File: src/lmtf_pkg.sv
`timescale 1ns / 1ps
package lmtf_pkg;

	localparam int ENTRIES   = 10;
	localparam int KEY_BITS  = 16;
	localparam int NAME_BITS = 32;
	localparam int TEAM_BITS = 16;

	localparam int SLOT_W   = $clog2(ENTRIES);
	localparam int OCC_W    = $clog2(ENTRIES + 1);
	localparam int REC_BITS = NAME_BITS + TEAM_BITS;

	typedef logic [SLOT_W-1:0]   slot_t;
	typedef logic [OCC_W-1:0]    occ_t;
	typedef logic [REC_BITS-1:0] rec_t;

	typedef enum logic {
		REQ_LOOKUP = 1'b0,
		REQ_FILL   = 1'b1
	} req_type_t;

	typedef enum logic [1:0] {
		STATUS_HIT  = 2'd0,
		STATUS_MISS = 2'd1,
		STATUS_FILL = 2'd2
	} status_t;

	typedef struct packed {
		req_type_t            req_type;
		logic [KEY_BITS-1:0]  player_id;
		logic [NAME_BITS-1:0] name_tag;
		logic [TEAM_BITS-1:0] team_tag;
	} req_t;

	typedef struct packed {
		status_t              status;
		logic [KEY_BITS-1:0]  result_id;
		logic [NAME_BITS-1:0] result_name_tag;
		logic [TEAM_BITS-1:0] result_team_tag;
		logic                 evicted;
	} rsp_t;

endpackage

File: src/lmtf_ram.sv
`timescale 1ns / 1ps
module lmtf_ram #(
	parameter int WIDTH = 8,
	parameter int DEPTH = 16
) (
	input  logic                     clk,
	input  logic                     wr_en,
	input  logic [$clog2(DEPTH)-1:0] wr_addr,
	input  logic [WIDTH-1:0]         wr_data,
	input  logic                     rd_en,
	input  logic [$clog2(DEPTH)-1:0] rd_addr,
	output logic [WIDTH-1:0]         rd_data
);

	logic [WIDTH-1:0] mem [DEPTH];
	logic [WIDTH-1:0] rd_data_q;

	always_ff @(posedge clk) begin
		if (wr_en) begin
			mem[wr_addr] <= wr_data;
		end
		if (rd_en) begin
			rd_data_q <= mem[rd_addr];
		end
	end

	assign rd_data = rd_data_q;

endmodule

File: src/lru_move_to_front_cache.sv
`timescale 1ns / 1ps
// Fully associative cache of up to ENTRIES records kept in recency order.
// Request channel (req_valid/req_ready, payload req): a lookup by player_id,
// or a fill that writes a record read from the backing store.
// Response channel (rsp_valid/rsp_ready, payload rsp): exactly one response
// per request, in request order: hit with the record, miss, or fill done
// (with evicted set when the least recent record was dropped).
// Steps per request: accept, search (key compare against all slots and
// record RAM read), commit (RAM write, recency update, response register);
// a new request is accepted only after the commit of the previous one.
// Keys and recency ranks sit in per-slot registers; name and team live in a
// one-port-read, one-port-write RAM, read in search and written in commit.
// A response waiting in the output register does not block the next request;
// only the commit of the following one holds until rsp_ready takes it.
// Reset empties the cache (occupancy zero) and drops any pending response;
// no clearing pass is needed, so requests are taken right after reset.
module lru_move_to_front_cache (
	input  logic           clk,
	input  logic           arst_n,
	input  logic           req_valid,
	output logic           req_ready,
	input  lmtf_pkg::req_t req,
	output logic           rsp_valid,
	input  logic           rsp_ready,
	output lmtf_pkg::rsp_t rsp
);
	import lmtf_pkg::*;

	typedef enum logic [1:0] {
		ST_IDLE,
		ST_SEARCH,
		ST_COMMIT
	} state_t;

	state_t state_q;
	occ_t   occ_q;
	req_t   req_q;
	logic   rsp_valid_q;
	rsp_t   rsp_q;

	logic [KEY_BITS-1:0] key_q  [ENTRIES];
	slot_t               rank_q [ENTRIES];

	// search results, held into commit
	logic  hit_q;
	logic  grow_q;
	logic  evict_q;
	slot_t target_q;
	slot_t lim_q;

	logic [ENTRIES-1:0] match;
	logic  hit;
	logic  full;
	slot_t hit_slot;
	slot_t victim_slot;
	slot_t target;
	slot_t lim;
	logic  commit;
	logic  update;
	logic  is_fill;
	rec_t  rd_rec;

	assign is_fill = (req_q.req_type == REQ_FILL);
	assign full    = (occ_q == occ_t'(ENTRIES));

	always_comb begin
		hit_slot    = '0;
		victim_slot = '0;
		for (int i = 0; i < ENTRIES; i++) begin
			match[i] = (occ_t'(i) < occ_q) && (key_q[i] == req_q.player_id);
			if (match[i]) begin
				hit_slot = hit_slot | slot_t'(i);
			end
			if (rank_q[i] == slot_t'(ENTRIES - 1)) begin
				victim_slot = victim_slot | slot_t'(i);
			end
		end
		hit = |match;
		if (hit) begin
			target = hit_slot;
			lim    = rank_q[hit_slot];
		end else if (full) begin
			target = victim_slot;
			lim    = slot_t'(ENTRIES - 1);
		end else begin
			target = occ_q[SLOT_W-1:0];
			lim    = occ_q[SLOT_W-1:0];
		end
	end

	assign commit = (state_q == ST_COMMIT) && (!rsp_valid_q || rsp_ready);
	assign update = commit && (is_fill || hit_q);

	lmtf_ram #(
		.WIDTH(REC_BITS),
		.DEPTH(ENTRIES)
	) u_rec_ram (
		.clk    (clk),
		.wr_en  (commit && is_fill),
		.wr_addr(target_q),
		.wr_data({req_q.name_tag, req_q.team_tag}),
		.rd_en  (state_q == ST_SEARCH),
		.rd_addr(hit_slot),
		.rd_data(rd_rec)
	);

	always_ff @(posedge clk or negedge arst_n) begin
		if (!arst_n) begin
			state_q     <= ST_IDLE;
			occ_q       <= '0;
			rsp_valid_q <= 1'b0;
		end else begin
			if (commit) begin
				rsp_valid_q <= 1'b1;
			end else if (rsp_ready) begin
				rsp_valid_q <= 1'b0;
			end
			unique case (state_q)
				ST_IDLE: begin
					if (req_valid) begin
						state_q <= ST_SEARCH;
					end
				end
				ST_SEARCH: begin
					state_q <= ST_COMMIT;
				end
				ST_COMMIT: begin
					if (commit) begin
						state_q <= ST_IDLE;
						if (commit && grow_q) begin
							occ_q <= occ_q + occ_t'(1);
						end
					end
				end
				default: begin
					state_q <= ST_IDLE;
				end
			endcase
		end
	end

	// payload registers
	always_ff @(posedge clk) begin
		if (state_q == ST_IDLE && req_valid) begin
			req_q <= req;
		end
		if (state_q == ST_SEARCH) begin
			hit_q    <= hit;
			target_q <= target;
			lim_q    <= lim;
			grow_q   <= is_fill && !hit && !full;
			evict_q  <= !hit && full;
		end
		if (commit) begin
			rsp_q.result_id <= req_q.player_id;
			if (is_fill) begin
				rsp_q.status          <= STATUS_FILL;
				rsp_q.result_name_tag <= req_q.name_tag;
				rsp_q.result_team_tag <= req_q.team_tag;
				rsp_q.evicted         <= evict_q;
			end else if (hit_q) begin
				rsp_q.status          <= STATUS_HIT;
				rsp_q.result_name_tag <= rd_rec[REC_BITS-1:TEAM_BITS];
				rsp_q.result_team_tag <= rd_rec[TEAM_BITS-1:0];
				rsp_q.evicted         <= 1'b0;
			end else begin
				rsp_q.status          <= STATUS_MISS;
				rsp_q.result_name_tag <= '0;
				rsp_q.result_team_tag <= '0;
				rsp_q.evicted         <= 1'b0;
			end
		end
	end

	// move target to the front; age every valid slot that was ahead of it
	always_ff @(posedge clk) begin
		if (update) begin
			for (int i = 0; i < ENTRIES; i++) begin
				if (slot_t'(i) == target_q) begin
					rank_q[i] <= '0;
					key_q[i]  <= req_q.player_id;
				end else if ((occ_t'(i) < occ_q) && (rank_q[i] < lim_q)) begin
					rank_q[i] <= rank_q[i] + slot_t'(1);
				end
			end
		end
	end

	assign req_ready = (state_q == ST_IDLE);
	assign rsp_valid = rsp_valid_q;
	assign rsp       = rsp_q;

endmodule

File: config.mk
export PLATFORM = sky130hd
export DESIGN_NAME = lru_move_to_front_cache
export DESIGN_NICKNAME = d
export VERILOG_FILES = /design/src/lmtf_pkg.sv /design/src/lmtf_ram.sv /design/src/lru_move_to_front_cache.sv
export SDC_FILE = /design/constraint.sdc
export NUM_CORES = 1
export LEC_CHECK = 0
export BUFFER_PORTS_ARGS = -buffer_cell sky130_fd_sc_hd__buf_2
export CAP_MARGIN = 20
export CELL_PAD_IN_SITES_DETAIL_PLACEMENT = 0
export CELL_PAD_IN_SITES_GLOBAL_PLACEMENT = 1
export CORE_ASPECT_RATIO = 0.8
export CORE_MARGIN = 4
export CORE_UTILIZATION = 30
export DETAILED_ROUTE_END_ITERATION = 6
export GPL_ROUTABILITY_DRIVEN = 0
export PLACE_DENSITY_LB_ADDON = 0.05
export SKIP_CTS_REPAIR_TIMING = 1
export SLEW_MARGIN = 10
export SYNTH_ARGS = -nofsm -noshare
export SYNTH_HDL_FRONTEND = slang
export SYNTH_HIERARCHICAL = 1
export SYNTH_SLANG_ARGS = --single-unit
File: constraint.sdc
create_clock -name clk -period 14.4 [get_ports clk]
set_clock_uncertainty 0.1 [all_clocks]
set_input_delay 1.44 -clock clk [delete_from_list [all_inputs] [get_ports clk]]
set_output_delay 1.44 -clock clk [all_outputs]
set_load 0.005 [all_outputs]
==> run metrics <==
CP Class=reg2reg; WHS=0.351 ns; R2R depth=12; largest net degree at the start of global routing=134; Power Dens Cells=150 nW/um^2; Slew HR=0.270; synthesized area=35900 sq um; Clock Sink Count=roughly 900; core box area=119000 sq um; DR vias=19126; n_diodes=0; met1 usage=0.240; IO Count=138; port buffer count=about 140; grt peak-use layer=met1; Die Span Y=317 um; Rows=113; Peak Freq=0.163 GHz; WL final=101000 um; sequential area share after synthesis=0.733; Horiz. Die Dim=395 um; Setup violations, final=0; met2 usage=0.238; CTS tree=yes; drt drc=0; Via density=4.84; total number of yosys warnings=6; global route total overflow=0; flip-flop and latch area=26300 sq um; final net count=2437; Pre-Repair DR Iteration Count=5; share of cells above drive strength 1=0.217; Critical Path, Cell by Cell=buf_4 > xor2_1 > or4_4 > nor4_2 > a32oi_1 > o2111ai_4 > buf_4 > buf_12 > buf_4 > mux2_2 > o22ai_1 > o31ai_1; crit path DAT=6.45 ns; Synth-to-Final Area Change=16.1%; LEAKAGE=13.3 nW; Root Driver=clkbuf_16; VDD IR-drop max=0.0000997 V; Critical Path RT=14.72 ns; CP Buf/Inv Count=4; unrepaired setup endpoints after global routing=false; asr flop ratio synth=0.00797; min Tclk post-route=roughly 6.1 ns; Seq cells post-synth=878; Maximum Capacitance Violations=0; Crit. End Element=flop; Critical Path Fanout Max=133; Crit. path cell count=12; cell with the largest stage delay on the worst path=buf_4; Gate Count Post-Synth=2112; CTS Buf Count=96; final hold violations=0; clk slew on worst S/H paths=0.06 ns; critical path's largest stage delay=a little over 0.9 ns; Routed WL per cell=25.6 um; final antenna-violating net count=0; Yosys cell types=70; slew of the pin with the lowest slew margin=1.10 ns; Worst Hold Class=reg2reg; ys flop type=edfxtp_1; area of the multi-input gates=9020 sq um; syn_area_per_cell=approximately 17 sq um; Slew Viols, Final=0; fin crit share=0.425; first-pass GRT wire length=146000 um; CP Launch Type=flop; total negative slack=0 ns; initial drt markers=about 1200; antenna violations before repair=6; GR Util met3=0.0291; post-DP HPWL=57500 um; status=complete, no violations; htree depth=3; clock buffer depth=3; CP top delay family=buffers and inverters; CP most frequent cell=buf_4; Initial Utilization=0.302; fill cell count=11292; gr usage total=0.159; post-synth net total=2233; hold depth=0; number of synthesized flops with an enable pin=about 870; vias in the first global route=slightly below 20000; clk_lat worst skew=0.70 ns; die area=125000 sq um
through the flow:
step                      cells  utilization  instance area (sq um)  total power, mW  setup slack (ns)
after floorplan            2112            -                  35900             3.53              4.92
after global placement     3769        0.325                  38500             3.89              8.29
after detailed placement   3769        0.325                  38500             3.89              8.23
after CTS                  3947        0.351                  41600             6.38              8.21
after global routing       3948        0.351                  41700             6.55              7.87
final                      3948        0.351                  41700             6.26              8.28
layout by cell type, fill, tap and decap left out, types with 12 or more instances in the layout:
cell / count
a21oi_1: 15
a22o_1: 95
buf_2: 137
buf_4: 60
clkbuf_1: 27
clkbuf_16: 99
clkinv_1: 18
clkinv_2: 17
edfxtp_1: 871
ha_1: 52
inv_1: 25
mux2_2: 149
mux2i_1: 99
nand2_1: 76
nand2b_1: 18
nand3_1: 32
nand4_1: 39
nor2_1: 67
nor2b_1: 16
nor3_1: 16
nor4_1: 12
o21ai_0: 28
o22ai_1: 51
o31ai_1: 50
xnor2_1: 131
xor2_1: 51
cells by family (layout without fill, tap and decap cells):
logic type | Yosys count | after routing | synth area share
flip-flops | 878 | 878 | 0.733
XOR/XNOR | 183 | 183 | 0.0449
AO/OA/AOI/OAI | 291 | 291 | 0.0606
buffers and inverters | 118 | 402 | 0.0195
adder cells (fa/ha/maj) | 52 | 52 | 0.0181
multiplexers | 250 | 250 | 0.0753
AND/OR/NAND/NOR | 340 | 340 | 0.0482
sequential cells by signal (all words and copies together), names as in the netlist:
register	cells
key_q	160
u_rec_ram/mem	480
lim_q	4
occ_q	4
is_fill	1
u_rec_ram/rd_data	48
req_q	64
rank_q	40
grow_q	1
rsp_valid	1
state_q	2
hit_q	1
target_q	4
rsp	67
evict_q	1
power breakdown:
group,total (mW),leakage (nW),switching (mW),internal (mW)
Combinational,0.641,3.76,0.441,0.200
Clock,2.44,1.51,1.03,1.42
Sequential,3.18,8.00,0.137,3.04
cell type report:
class	instances	share of cell area
Sequential cell	878	0.632
Multi-Input combinational cell	1116	0.217
Clock buffer	128	0.0625
Tap cell	1552	0.0466
Timing Repair Buffer	199	0.0284
Clock inverter	50	0.0119
Inverter	25	0.00225
path summary, 6_finish.rpt:
check | from | to | slack [ns]
worst min register to register | req_q[51] | rsp[52] | 0.35
max in group asynchronous | arst_n | occ_q[3] | 13.52
min in group asynchronous | arst_n | rsp_valid | 0.50
worst min-delay path | req_q[51] | rsp[52] | 0.35
worst max-delay path | req_q[59] | u_rec_ram/rd_data[46] | 8.28
worst max register to register | req_q[59] | u_rec_ram/rd_data[46] | 8.28
routing by layer:
metal | share of wire | vias up
met5 | 0 | -
met4 | 0.020 | 0
met3 | 0.038 | 113
met2 | 0.44 | 356
met1 | 0.51 | 9980
li1 | - | 8677
cell usage after synthesis (all sizes together), types with 5 or more instances:
library cell | number | area [sq um]
nand3 | 33 | 170
a21oi | 15 | 75.1
xnor2 | 131 | 1150
or3 | 7 | 45.1
ha | 52 | 651
nor2 | 75 | 282
mux2 | 150 | 1690
a22oi | 6 | 45.0
inv | 25 | 93.8
nand4 | 39 | 244
nor4 | 13 | 87.6
o21ai | 30 | 150
nand2 | 77 | 289
o31ai | 50 | 375
nand2b | 19 | 119
nor3 | 22 | 110
xor2 | 52 | 463
a22o | 95 | 832
clkbuf | 36 | 135
buf | 57 | 470
a211oi | 7 | 52.6
or4 | 5 | 41.3
mux2i | 99 | 991
and2 | 8 | 50.1
nor2b | 20 | 125
edfxtp | 871 | 26200
dfrtp | 7 | 175
o21a | 6 | 45.0
o22ai | 52 | 325
(Power assumes the default switching activity.)
